**config.mk**
```make
export PLATFORM = sky130hd
export DESIGN_NAME = ordered_list_insert_remove
export DESIGN_NICKNAME = d
export VERILOG_FILES = /design/src/design/oli_pkg.sv /design/src/design/oli_ram.sv /design/src/design/ordered_list_insert_remove.sv
export SDC_FILE = /design/constraint.sdc
export NUM_CORES = 1
export LEC_CHECK = 0
export BUFFER_PORTS_ARGS = -buffer_cell sky130_fd_sc_hd__buf_2
export CAP_MARGIN = 10
export CORE_ASPECT_RATIO = 0.7
export CORE_MARGIN = 2
export CORE_UTILIZATION = 35
export DETAILED_ROUTE_END_ITERATION = 6
export GPL_TIMING_DRIVEN = 0
export SYNTH_ARGS = -nofsm -noshare
export SYNTH_HDL_FRONTEND = slang
export SYNTH_HIERARCHICAL = 1
export SYNTH_SLANG_ARGS = --single-unit
```
**constraint.sdc**
```tcl
create_clock -name clk -period 16.7 [get_ports clk]
set_input_delay 1.67 -clock clk [delete_from_list [all_inputs] [get_ports clk]]
set_output_delay 1.67 -clock clk [all_outputs]
set_load 0.01 [all_outputs]
```
**src/design/oli_pkg.sv**
```systemverilog
// ----------------------------------------------------------------------------
// Ordered list package
// Sizes, request and status codes, and the transfer payload types shared by
// the ordered list block and its testbench.
// ----------------------------------------------------------------------------
package oli_pkg;

  localparam int DEPTH = 16;
  localparam int IDX_W = $clog2(DEPTH);
  localparam int CNT_W = $clog2(DEPTH + 1);

  localparam logic [1:0] REQ_INSERT = 2'd0;
  localparam logic [1:0] REQ_REMOVE = 2'd1;
  localparam logic [1:0] REQ_DUMP   = 2'd2;

  localparam logic [1:0] ST_OK       = 2'd0;
  localparam logic [1:0] ST_FULL     = 2'd1;
  localparam logic [1:0] ST_NOTFOUND = 2'd2;
  localparam logic [1:0] ST_EMPTY    = 2'd3;

  typedef struct packed {
    logic        [1:0]  req_type;
    logic signed [31:0] value;
  } in_t;

  typedef struct packed {
    logic        [1:0]  status;
    logic signed [31:0] item_out;
    logic               last;
    logic        [4:0]  count;
  } out_t;

endpackage

```
**src/design/oli_ram.sv**
```systemverilog
// ----------------------------------------------------------------------------
// Ordered list RAM
// Generic simple dual-port RAM: one write port, one read port, registered read.
// ----------------------------------------------------------------------------
module oli_ram #(
  parameter int WIDTH = 32,
  parameter int DEPTH = 16
) (
  input  logic                     clk,
  input  logic                     we,
  input  logic [$clog2(DEPTH)-1:0] waddr,
  input  logic [WIDTH-1:0]         wdata,
  input  logic [$clog2(DEPTH)-1:0] raddr,
  output logic [WIDTH-1:0]         rdata
);

  logic [WIDTH-1:0] mem [DEPTH];

  always_ff @(posedge clk) begin
    if (we) begin
      mem[waddr] <= wdata;
    end
    rdata <= mem[raddr];
  end

endmodule

```
**src/design/ordered_list_insert_remove.sv**
```systemverilog
// ----------------------------------------------------------------------------
// Ordered list with insert, remove and dump
// Keeps up to DEPTH signed 32-bit items in insertion order in a small RAM and
// serves insert, remove-first-match and dump requests under a sequencer.
// ----------------------------------------------------------------------------
// A request is transferred at a rising edge where start is high and busy is
// low. Results appear on out_data for exactly one cycle each, flagged by
// out_valid, and the receiver must take them as they come. An insert, any
// request on an empty list and an unused request code leave busy low; the
// insert and the empty-list request give their single result in the cycle
// after the transfer, and an unused code gives no result at all. A remove
// keeps busy high while it reads the entries from the head, one at a time,
// up to the first match, and then while it reads each later entry and writes
// it back one place lower; a match on the tail item needs no such move. A
// remove that finds nothing keeps busy high until it has checked the tail
// item. A dump keeps busy high while it reads the list and delivers its
// results in consecutive cycles, the first after the state change, the RAM
// read and the output register. A remove or a dump gives its final result
// in the first cycle with busy low. The search, the shift and the dump all
// pass through the RAM's single registered read port, one entry per cycle.
// The worst case is a remove that matches in a full list.
// ----------------------------------------------------------------------------
module ordered_list_insert_remove
  import oli_pkg::*;
(
  input  logic clk,
  input  logic rst_n,
  input  logic start,
  output logic busy,
  input  in_t  in_data,
  output logic out_valid,
  output out_t out_data
);

  typedef enum logic [1:0] {
    S_IDLE,
    S_SEARCH,
    S_SHIFT,
    S_DUMP
  } state_t;

  state_t             state_r, state_nxt;
  logic [CNT_W-1:0]   count_r, count_nxt;
  // ptr_r is the next address to read; it can reach count, so it is wider
  // than an address and drives the RAM through a part-select.
  logic [CNT_W-1:0]   ptr_r, ptr_nxt;
  // chk_r is the index whose read data is in flight (search, dump) or the
  // entry being overwritten (shift).
  logic [IDX_W-1:0]   chk_r, chk_nxt;
  logic               pend_r, pend_nxt;
  logic signed [31:0] value_r, value_nxt;
  logic               out_valid_r, out_valid_nxt;
  out_t               out_data_r, out_data_nxt;

  logic               ram_we;
  logic [IDX_W-1:0]   ram_waddr;
  logic [31:0]        ram_wdata;
  logic [IDX_W-1:0]   ram_raddr;
  logic [31:0]        ram_rdata;

  logic               chk_is_tail;
  logic               more_reads;

  oli_ram #(
    .WIDTH (32),
    .DEPTH (DEPTH)
  ) u_store (
    .clk   (clk),
    .we    (ram_we),
    .waddr (ram_waddr),
    .wdata (ram_wdata),
    .raddr (ram_raddr),
    .rdata (ram_rdata)
  );

  assign busy      = (state_r != S_IDLE);
  assign out_valid = out_valid_r;
  assign out_data  = out_data_r;

  // The comparator pair of the sequences: search and dump use both, shift only more_reads.
  assign chk_is_tail = ((CNT_W'(chk_r) + CNT_W'(1)) == count_r);
  assign more_reads  = (ptr_r < count_r);

  always_comb begin
    state_nxt     = state_r;
    count_nxt     = count_r;
    ptr_nxt       = ptr_r;
    chk_nxt       = chk_r;
    pend_nxt      = 1'b0;
    value_nxt     = value_r;
    out_valid_nxt = 1'b0;
    out_data_nxt  = out_data_r;
    ram_we        = 1'b0;
    ram_waddr     = chk_r;
    ram_wdata     = ram_rdata;
    ram_raddr     = ptr_r[IDX_W-1:0];

    unique case (state_r)
      S_IDLE: begin
        if (start) begin
          value_nxt = in_data.value;
          ptr_nxt   = '0;
          out_data_nxt.item_out = '0;
          out_data_nxt.last     = 1'b1;
          out_data_nxt.count    = 5'(count_r);
          case (in_data.req_type) inside
            REQ_INSERT: begin
              out_valid_nxt = 1'b1;
              if (count_r == CNT_W'(DEPTH)) begin
                out_data_nxt.status = ST_FULL;
              end else begin
                ram_we              = 1'b1;
                ram_waddr           = count_r[IDX_W-1:0];
                ram_wdata           = in_data.value;
                count_nxt           = count_r + CNT_W'(1);
                out_data_nxt.status = ST_OK;
                out_data_nxt.count  = 5'(count_nxt);
              end
            end
            REQ_REMOVE, REQ_DUMP: begin
              if (count_r == '0) begin
                out_valid_nxt       = 1'b1;
                out_data_nxt.status = ST_EMPTY;
              end else if (in_data.req_type == REQ_REMOVE) begin
                state_nxt = S_SEARCH;
              end else begin
                state_nxt = S_DUMP;
              end
            end
            default: begin
              // Unused request code: no result and no change.
            end
          endcase
        end
      end

      S_SEARCH: begin
        if (pend_r && (ram_rdata == value_r)) begin
          // First match found: close the gap from here on.
          state_nxt = S_SHIFT;
          ptr_nxt   = CNT_W'(chk_r) + CNT_W'(1);
        end else if (pend_r && chk_is_tail) begin
          state_nxt             = S_IDLE;
          out_valid_nxt         = 1'b1;
          out_data_nxt.status   = ST_NOTFOUND;
          out_data_nxt.item_out = '0;
          out_data_nxt.last     = 1'b1;
          out_data_nxt.count    = 5'(count_r);
        end else if (more_reads) begin
          pend_nxt = 1'b1;
          chk_nxt  = ptr_r[IDX_W-1:0];
          ptr_nxt  = ptr_r + CNT_W'(1);
        end
      end

      S_SHIFT: begin
        // Read entry ptr while writing the previous read back one place lower.
        if (pend_r) begin
          ram_we  = 1'b1;
          chk_nxt = chk_r + IDX_W'(1);
        end
        if (more_reads) begin
          pend_nxt = 1'b1;
          ptr_nxt  = ptr_r + CNT_W'(1);
        end else if (!pend_r) begin
          state_nxt             = S_IDLE;
          count_nxt             = count_r - CNT_W'(1);
          out_valid_nxt         = 1'b1;
          out_data_nxt.status   = ST_OK;
          out_data_nxt.item_out = '0;
          out_data_nxt.last     = 1'b1;
          out_data_nxt.count    = 5'(count_nxt);
        end
      end

      S_DUMP: begin
        if (pend_r) begin
          out_valid_nxt         = 1'b1;
          out_data_nxt.status   = ST_OK;
          out_data_nxt.item_out = ram_rdata;
          out_data_nxt.last     = chk_is_tail;
          out_data_nxt.count    = 5'(count_r);
          if (chk_is_tail) begin
            state_nxt = S_IDLE;
          end
        end
        if (more_reads) begin
          pend_nxt = 1'b1;
          chk_nxt  = ptr_r[IDX_W-1:0];
          ptr_nxt  = ptr_r + CNT_W'(1);
        end
      end

      default: begin
        state_nxt = S_IDLE;
      end
    endcase
  end

  always_ff @(posedge clk) begin
    if (!rst_n) begin
      state_r     <= S_IDLE;
      count_r     <= '0;
      pend_r      <= 1'b0;
      out_valid_r <= 1'b0;
    end else begin
      state_r     <= state_nxt;
      count_r     <= count_nxt;
      pend_r      <= pend_nxt;
      out_valid_r <= out_valid_nxt;
    end
    ptr_r      <= ptr_nxt;
    chk_r      <= chk_nxt;
    value_r    <= value_nxt;
    out_data_r <= out_data_nxt;
  end

  // The list never holds more than the store's depth.
  a_count_bound : assert property (@(posedge clk) disable iff (!rst_n)
    count_r <= CNT_W'(DEPTH))
    else $error("item count exceeds depth");

  // An accepted insert gives its single result in the next cycle.
  a_insert_result : assert property (@(posedge clk) disable iff (!rst_n)
    (start && !busy && (in_data.req_type == REQ_INSERT)) |=>
      (out_valid && out_data.last))
    else $error("insert result missing");

  // Dump results follow one another without gaps until the last.
  a_dump_burst : assert property (@(posedge clk) disable iff (!rst_n)
    (out_valid && !out_data.last) |=> out_valid)
    else $error("gap inside dump burst");

  // A full status is only reported with the store at its depth.
  a_full_count : assert property (@(posedge clk) disable iff (!rst_n)
    (out_valid && (out_data.status == ST_FULL)) |-> (out_data.count == 5'(DEPTH)))
    else $error("full status with list not full");

endmodule

```
; Word-level counts from Yosys, hierarchy flattened
; Memories as Yosys holds them, arrays and structs flattened. A register that Yosys moved wholly into a read port is not among the register bits.
; Index checks and enable logic that the tools add are counted.
[word_totals]
regBits = 90
mem_bits_rw = 512
inputBits = 37
out_inout_bits = 42
wordCells = 126
mem_count = 1
[op_classes]
n_addsub = 5
n_lt_le_gt_ge = 1
n_eq_ne = 24
muxes = 67
reduce_logical = 17
[mem_list]
columns = memory, words, width, read_ports, rd_clocked_by_memory_dff, write_ports, line
row1 = u_store.mem, 16, 32, 1, 1, 1, oli_ram.sv:17  ; logic [WIDTH-1:0] mem [DEPTH];
[ops]
columns = operator, n
row1 = $mux W40, 6
row2 = $pmux W40 S4, 1
row3 = $mux W32, 4
row4 = $mux W5, 9
row5 = $eq A32 B32 Y1, 1
row6 = $mux W4, 8
row7 = $mux W2, 14
row8 = $ne A2 B2 Y1 const B, 11
row9 = $mux W1, 18
row10 = $pmux W5 S3, 1
row11 = $pmux W4 S3, 1
row12 = $add A5 B1 Y5 const B, 2
row13 = $pmux W5 S2, 1
row14 = $ne A3 B3 Y1 const B, 3
row15 = $reduce_and A9 Y1, 1
row16 = $pmux W2 S4, 1
row17 = $reduce_and A4 Y1, 2
row18 = $reduce_and A8 Y1, 1
row19 = $eq A2 B2 Y1 const B, 3
row20 = $reduce_and A6 Y1, 1
row21 = $add A4 B1 Y5 const B, 1
row22 = $eq A5 B5 Y1, 1
row23 = $eq A5 B5 Y1 const B, 1
row24 = $logic_not A5 Y1, 1
row25 = 14 further kinds, 21

; Longest topological paths before layout
; Gate-level depths: netlist of run 1.
[logic_depth]
word_depth = 7
depth_mapped = 12
mapped_depth_nobuf = 10

; Cells and area by module
; Netlist of run 1, hierarchy kept.
[modules_own_cells]
columns = module, instances, cells_each, area_per_inst_um2, seq_area_each_um2
row1 = oli_ram, 1, 838, 19835.3, 16015.4
row2 = ordered_list_insert_remove, 1, 417, 4875.9, 2612.5

; Worst setup path before layout of run 1
; No wires, ideal clock.
[synth_timing]
path_kind = in2reg
from = in start
to = mem u_store.mem[0][0], enable pin
setup_ns = 0.461
arrival_ns = 6.756
required_time_ns = 16.239
slack_ns = 9.483
stages = 8
n_path_buf = 2
path_cell_list = nor2_1 nor3_2 nand3_1 buf_2 buf_6 a32o_1 or3b_2 nor3_1
[synth_via]
word_cells_on_any_way = 6
cone_classes = 6 x mux
[synth_rtl]
columns = item, line
row1 = start: declaration, ordered_list_insert_remove.sv:28  ; input logic start,
row2 = $mux W4, ordered_list_insert_remove.sv:100  ; if (start) begin
row3 = $mux W4, ordered_list_insert_remove.sv:98  ; unique case (state_r)
row4 = via ram_waddr[2], ordered_list_insert_remove.sv:56  ; logic [IDX_W-1:0] ram_waddr;
row5 = end: declaration, oli_ram.sv:17
; The timed path passes the listed nets, and every way through them passes these cells.

; Final worst setup path of run 1
[layout_timing]
from = in start
to = mem u_store.mem[7][6], enable pin
; Same word-level chain as after synthesis.

==> results of run 1 <==
[worst max-delay path, delay by kind of cell]
family | cells | cell delay (ns)
AOI/OAI and AO/OA | 1 | 0.50
buffers and inverters | 4 | 0.95
and+or+nand+nor | 5 | 2.27
[placed cells by master (no fill, tap or decap), types with 6 or more instances in the layout]
| master | count |
|---|---|
| a21oi_1 | 11 |
| a22oi_1 | 66 |
| and2_1 | 7 |
| and3_1 | 35 |
| buf_1 | 11 |
| buf_12 | 9 |
| buf_16 | 6 |
| buf_2 | 91 |
| buf_4 | 11 |
| buf_6 | 15 |
| clkbuf_1 | 49 |
| clkbuf_16 | 59 |
| clkbuf_8 | 10 |
| dfxtp_1 | 41 |
| edfxtp_1 | 593 |
| ha_1 | 11 |
| inv_1 | 7 |
| mux2_1 | 32 |
| mux4_2 | 128 |
| nand2_1 | 63 |
| nand3_1 | 9 |
| nand4_1 | 9 |
| nor2_1 | 26 |
| nor2_4 | 12 |
| nor3_1 | 9 |
| o21ai_0 | 12 |
| o21ai_1 | 12 |
| xnor2_1 | 35 |
| xor2_1 | 10 |
[worst min-delay path by stage]
| stage | slack [ns] | depth (start not counted) | to |
|---|---|---|---|
| 2_1_floorplan | 0.58 | 1 | out_data[19] |
| 3_3_place_gp | 0.60 | 1 | out_data[32] |
| 3_5_place_dp | 0.61 | 1 | out_data[31] |
| 4_1_cts | 0.62 | 1 | out_data[32] |
| 5_1_grt | 0.65 | 1 | out_data[20] |
| 6_report | 0.62 | 1 | out_data[32] |
[layout make-up]
class                      count  area [um^2]  share of cell area, %
timing repair buffer         112          961                   3.32
buffer                        66          310                   1.07
sequential                   634        18600                   64.5
clock buffer                  88         1690                   5.83
inverter                       9         33.8                  0.117
multi-input combinational    546         5870                   20.3
tap                          913         1140                   3.95
clock inverter                23          269                  0.931
[per-stage QoR]
stage	hold WS (ns)	util (%)	area [um^2]	setup WS (ns)	total power, uW
after CTS	0.622	41.4	28900	11.57	3500
after detailed placement	0.607	38.6	26900	10.92	2150
final	0.622	41.4	28900	11.57	3470
after global routing	0.648	41.4	28900	11.45	3580
after global placement	0.602	37.6	26200	3.24	2130
after floorplan	0.578	-	24700	9.48	2030
[registers in the layout (all words and copies together) (netlist names)]
register,flops
pend_r,1
ptr_r,5
count_r,5
out_data,40
value_r,32
u_store/rdata,32
out_valid,1
state_r,2
chk_r,4
u_store/mem,512
[power groups by stage]
| stage | clock [uW] | sequential, uW | combinational, uW |
|---|---|---|---|
| floorplan | 0 | 1870 | 163 |
| global placement | 0 | 1870 | 262 |
| detailed placement | 0 | 1870 | 280 |
| CTS | 1380 | 1840 | 280 |
| global route | 1450 | 1840 | 301 |
| finish | 1360 | 1840 | 278 |
[routing by layer]
| layer | routed length (um) | up-vias | share of wire [%] | track usage (%) |
|---|---|---|---|---|
| met2 | 29400 | 579 | 45 | 27.1 |
| met4 | 1140 | 0 | 1.8 | 3.90 |
| met1 | 28500 | 6925 | 44 | 26.2 |
| li1 | - | 5473 | - | - |
| met3 | 5800 | 90 | 8.9 | 3.64 |
| met5 | 0 | - | 0 | 0 |
[logic make-up after synthesis]
group / Yosys count / synth area share [%]
flops: 634 / 75.4
simple gates: 197 / 3.95
mux: 163 / 13.3
compound gates: 130 / 3.85
buf+inv: 75 / 1.39
xor+xnor: 45 / 1.59
fa+ha+maj: 11 / 0.557
==> reports/results.txt, run 1 <==
status - completed
CTS buffer count - 59
Filler cells - 6062
sequential power share - 52.9%
diode count - 0
post_cts resized - 0
core area - 69800 um^2
async set-reset flop share out of synthesis - 0%
post-route ant nets - 0
largest net degree at the start of global routing - 21
DR vias - 13067
Setup crit end - u_store/mem[7][6]
total grt overflow - 0
I/O pin count - 79
RSZ-0062 raised after global routing - no
DIE HEIGHT - 226 um
crit path DAT - 5.44 ns
reg2reg start - count_r[0]
crit path kind - in2reg
share of cells above drive strength 1 - 26.1%
vias per cell - 5.47
clock network power share - 39.1%
PD cells - 120 nW/um^2
final cycle utilization of the critical path - 30.7%
slowest stage cell, crit path - nor2_4
Post-Syn Area - 24700 um^2
Hold Vio Cnt, Final - 0
Fin Clk Skew - 0.0249 ns
reg2reg end - u_store/mem[7][6]
worst-margin pin slew - 1.16 ns
Syn-to-layout area delta - 17.0%
hold crit path type - reg2reg
minimum period implied by the final worst setup slack - 5.13 ns
worst-case reg-to-reg path depth - 13
Most Frequent Cell on Critical Path - buf_2
DRC - 0
initial antenna violation count - 1
Crit path required time - 17.01 ns
Netlist cell types - 63
Power Internal - 2680 uW
Mapped Nets - 1303
Top FF cell, synth - edfxtp_1
Cell Count, Final, Fillers Out - 2391
ranking of synthesized cells by area - edfxtp_1, mux4_2, dfxtp_1
average wire per cell in the routed design - 27.1 um
Fin Setup TNS - 0 ns
Mapped Cells - 1255
Total GRT Usage - 17.8%
Syn Area/Cell - 19.7 um^2
hold-fix buffer count after cts - 0
Initial DRC Count - 1478
worst-path fanout max - 18
Crit. End Element - flip-flop
Setup crit start - start
largest area contributor in the netlist - edfxtp_1
GP Congestion - 0.835
drt total wl - 64.9 mm
Cells after DPL - 2280
CTS root buf - clkbuf_16
EDFF count, synth - 593
buffers added on ports - 78
Yosys reg bits - 634
first-pass GRT wire length - 91.2 mm
clock buffer depth - 3
worst skew pair latency - 0.63 ns
row count - 81
static leakage - 0.00944 uW
width of the die - 322 um
clk sinks - 634
DRT Pass-1 Iters - 6
Reg clk slew, reported paths - 0.06 ns
HPWL after DPL - 42.1 mm
Final Net Count - 1476
Slew HR - 22.4%
Synth top area share - 72.1%
final-report setup violation count - 0
share of total power in combinational logic - 8.0%
CP Launch Type - primary input
DIE AREA - 72800 um^2
Post-synth top cells - edfxtp_1, mux4_2, a22oi_1, nand2_1, dfxtp_1
Slew Limit Fails - 0
postcts setup bufs - 0
CP peak stage delay - 0.81 ns
max frequency - 0.195 GHz
setup slack, reg-to-reg - 12.01 ns
vias in the first global route - 12671
Hold Path Origin - u_store/rdata[26]
critical path, cell by cell - buf_2, nor2_1, nor3_4, nand3_1, buf_2, buf_6, o21ai_1, nand2_1, nor2_4, buf_16
sequential element share of the synthesized area - 75.4%
switching share of total power - 22.8%
Max IR drop VDD - 0.0861 mV
Initial Utilization - 35.4%
cell with the most instances after synthesis - edfxtp_1
Synth warnings - 6
CTS tree - built
H-tree lvl count - 2
number of max-cap violations - 0
P_sw - 793 uW
Power figures use the tool's default switching activity.
==> run 2: changes to the inputs <==
- ABC_AREA: unset -> 1
- clock period: 16.7 -> 4.9 ns (I/O delays scaled with it)
==> reports/results.txt, run 2 <==
WP buf/inv - 6 (was 4)
slowest stage cell, crit path - nor2_4 (unchanged)
CTS root buf - clkbuf_16 (unchanged)
ranking of synthesized cells by area - edfxtp_1, nand2_1, nand3_1 (was edfxtp_1, mux4_2, dfxtp_1)
Slew Limit Fails - 0 (unchanged)
slack of the critical path - 0.688 ns (was 11.57 ns)
Syn-to-layout area delta - 15.4% (was 17.0%)
CP peak stage delay - 0.82 ns (was 0.81 ns)
worst-margin pin slew - 1.23 ns (was 1.16 ns)
Reg clk slew, reported paths - 0.06 ns (about the same)
Hold Vio Cnt, Final - 0 (unchanged)
Netlist cell types - 46 (was 63)
minimum period implied by the final worst setup slack - 4.21 ns
async set-reset flop share out of synthesis - 0% (unchanged)
EDFF count, synth - 593 (unchanged)
hold-fix buffer count after cts - 0 (unchanged)
crit path kind - reg2reg (was in2reg)
initial antenna violation count - 0 (was 1)
DIE AREA - 82000 um^2 (was 72800 um^2)
sequential element share of the synthesized area - 66.8% (was 75.4%)
status - completed (unchanged)
row count - 86 (was 81)
first-pass GRT wire length - 125 mm (was 91.2 mm)
Max IR drop VDD - 0.290 mV (was 0.0861 mV)
Synth warnings - 6 (unchanged)
I/O pin count - 79 (unchanged)
largest net degree at the start of global routing - 27 (was 21)
vias in the first global route - 17837 (was 12671)
GP Congestion - 0.908 (was 0.835)
worst-case reg-to-reg path depth - 14 (was 13)
buffers added on ports - 78 (unchanged)
clock network power share - 24.9% (was 39.1%)
Total GRT Usage - 21.3% (was 17.8%)
clock buffer depth - 3 (unchanged)
HPWL after DPL - 60.6 mm (was 42.1 mm)
worst-path fanout max - 19 (was 18)
width of the die - 341 um (was 322 um)
PD cells - 601 nW/um^2 (was 120 nW/um^2)
cell with the most instances after synthesis - nand2_1 (was edfxtp_1)
max frequency - 0.237 GHz
Filler cells - 7520 (was 6062)
hold crit path type - in2reg (was reg2reg)
worst skew pair latency - 0.64 ns (was 0.63 ns)
Crit path required time - 5.24 ns (was 17.01 ns)
Power Total - 19300 uW (was 3470 uW)
max reg flops - 512 (unchanged)
share of total power in combinational logic - 36.5% (was 8.0%)
Top FF cell, synth - edfxtp_1 (unchanged)
Syn Area/Cell - 10.2 um^2 (was 19.7 um^2)
commonest cells after routing, fill and taps aside - nand2_1, edfxtp_1, inv_1, nand3_1, buf_2 (was edfxtp_1, mux4_2, buf_2, a22oi_1, nand2_1)
final cycle utilization of the critical path - 86.0%
Mapped Cells - 2726 (was 1255)
CP Depth - 14 (was 10)
total grt overflow - 0 (unchanged)
DRC - 0 (unchanged)
dpl ws - 0.653 ns (was 10.92 ns)
CP Launch Type - flip-flop (was primary input)
largest area contributor in the netlist - edfxtp_1 (unchanged)
register area - 18600 um^2 (unchanged)
static leakage - 0.0136 uW (was 0.00944 uW)
DIE HEIGHT - 240 um (was 226 um)
post-route ant nets - 0 (unchanged)
P_sw - 7530 uW (was 793 uW)
Crit. End Element - flip-flop (unchanged)
Slew HR - 17.8% (was 22.4%)
Mapped Nets - 2774 (was 1303)
Synth top area share - 63.9% (was 72.1%)
Most Frequent Cell on Critical Path - inv_2 (was buf_2)
Power Internal - 11800 uW (was 2680 uW)
CTS buffer count - 59 (unchanged)
H-tree lvl count - 2 (unchanged)
Fin Clk Skew - 0.0139 ns (was 0.0249 ns)
CTS tree - built (unchanged)
average wire per cell in the routed design - 22.1 um (was 27.1 um)
Final Net Count - 2944 (was 1476)
final-report setup violation count - 0 (unchanged)
Post-synth top cells - nand2_1, edfxtp_1, inv_1, nand3_1, nor2_1 (was edfxtp_1, mux4_2, a22oi_1, nand2_1, dfxtp_1)
number of max-cap violations - 0 (unchanged)
core area - 78800 um^2 (was 69800 um^2)
post_cts resized - 0 (unchanged)
Top delay family on crit path - simple AND/OR/NAND/NOR gates (unchanged)
vias per cell - 5.08 (was 5.47)
Post-Syn Area - 27900 um^2 (was 24700 um^2)
crit path DAT - 4.55 ns (was 5.44 ns)
sequential power share - 38.6% (was 52.9%)
share of cells above drive strength 1 - 11.6% (was 26.1%)
critical path, cell by cell - inv_2, ha_1, inv_1, nor3_2, nand2_1, nand2_1, inv_2, nand2_4, inv_2, clkbuf_1, o22ai_1, nand3b_1, nor2_4, buf_16 (was buf_2, nor2_1, nor3_4, nand3_1, buf_2, buf_6, o21ai_1, nand2_1, nor2_4, buf_16)
RSZ-0062 raised after global routing - no (unchanged)
clk sinks - 634 (unchanged)
postcts setup bufs - 0 (unchanged)
DRT Pass-1 Iters - 6 (unchanged)
drt total wl - 88.4 mm (was 64.9 mm)
switching share of total power - 38.9% (was 22.8%)
Initial DRC Count - 2970 (was 1478)
Initial Utilization - 35.4% (about the same)
Hold Path Depth - 1 (unchanged)
DR vias - 20349 (was 13067)
commonest non-fill, non-tap cell in the layout - nand2_1 (was edfxtp_1)
Yosys reg bits - 634 (unchanged)
Multi-input gate area - 6770 um^2 (was 5870 um^2)
Top reg by flops - u_store/mem (unchanged)
run 2: cell types whose count changed in the layout (fill, tap and decap cells not counted), sizes merged, moves of 13 or more:
cell | before | now
a22oi | 66 | 1
and3 | 35 | 1
buf | 147 | 209
clkbuf | 119 | 101
inv | 13 | 481
mux2 | 33 | 0
mux4 | 128 | 0
nand2 | 64 | 832
nand3 | 9 | 404
nand4 | 10 | 23
nor2 | 38 | 95
o21ai | 25 | 58
xnor2 | 35 | 7
run 2: kinds of logic (layout without fill, tap and decap cells):
kind of cell    after synthesis  in the layout  synth area share (%)
compound gates               91             91                  1.87
xor+xnor                     14             14                 0.440
simple gates               1374           1374                  21.0
fa+ha+maj                    11             11                 0.494
buf+inv                     602            821                  9.37
other cells                   0              1                     0
flops                       634            634                  66.8
run 2: through the flow:
| step | hold slack, ns | std cells | utilization (%) | area (um^2) | setup TNS, ns |
|---|---|---|---|---|---|
| after global routing | 0.0354 | 4001 | 40.9 | 32200 | 0 |
| after detailed placement | 0.581 | 3889 | 38.3 | 30200 | 0 |
| after CTS | 0.0183 | 3999 | 40.8 | 32200 | 0 |
| after global placement | 0.581 | 3860 | 37.6 | 29600 | -758.61 |
| final | 0.0442 | 4002 | 40.9 | 32200 | 0 |
| after floorplan | 0.530 | 2726 | - | 27900 | 0 |
run 2: final timing paths:
kind	from	end	slack, ns
max reg2reg	count_r[0]	u_store/mem[7][12]	0.69
max	count_r[0]	u_store/mem[7][12]	0.69
min	in_data[2]	value_r[2]	0.04
min reg2reg	u_store/rdata[30]	out_data[36]	0.60
run 2: power by group through the flow:
stage / combinational (uW) / sequential (uW) / clock (uW)
2_1_floorplan: 3870 / 7600 / 0
3_3_place_gp: 6590 / 7620 / 0
3_5_place_dp: 6810 / 7570 / 0
4_1_cts: 6840 / 7460 / 4850
5_1_grt: 7510 / 7510 / 5080
6_report: 7070 / 7460 / 4800
run 2: area by class of cell:
class / instances / area share (%)
Sequential cell: 634 / 57.9
Multi-Input combinational cell: 1490 / 21.0
Inverter: 482 / 5.63
Clock buffer: 81 / 5.10
Tap cell: 1056 / 4.10
Timing Repair Buffer: 109 / 2.68
Buffer: 120 / 2.48
Clock inverter: 29 / 1.09
Antenna cell: 1 / 0.00777
run 2: routing by layer:
metal | vias up | part of all wire [%] | wire length (um) | global-route usage [%]
met5 | - | 0 | 0 | 0
met4 | 0 | 2.0 | 1770 | 4.86
met3 | 131 | 14 | 12500 | 5.83
met2 | 1294 | 39 | 34300 | 28.6
met1 | 9721 | 45 | 39800 | 33.3
li1 | 9203 | - | - | -
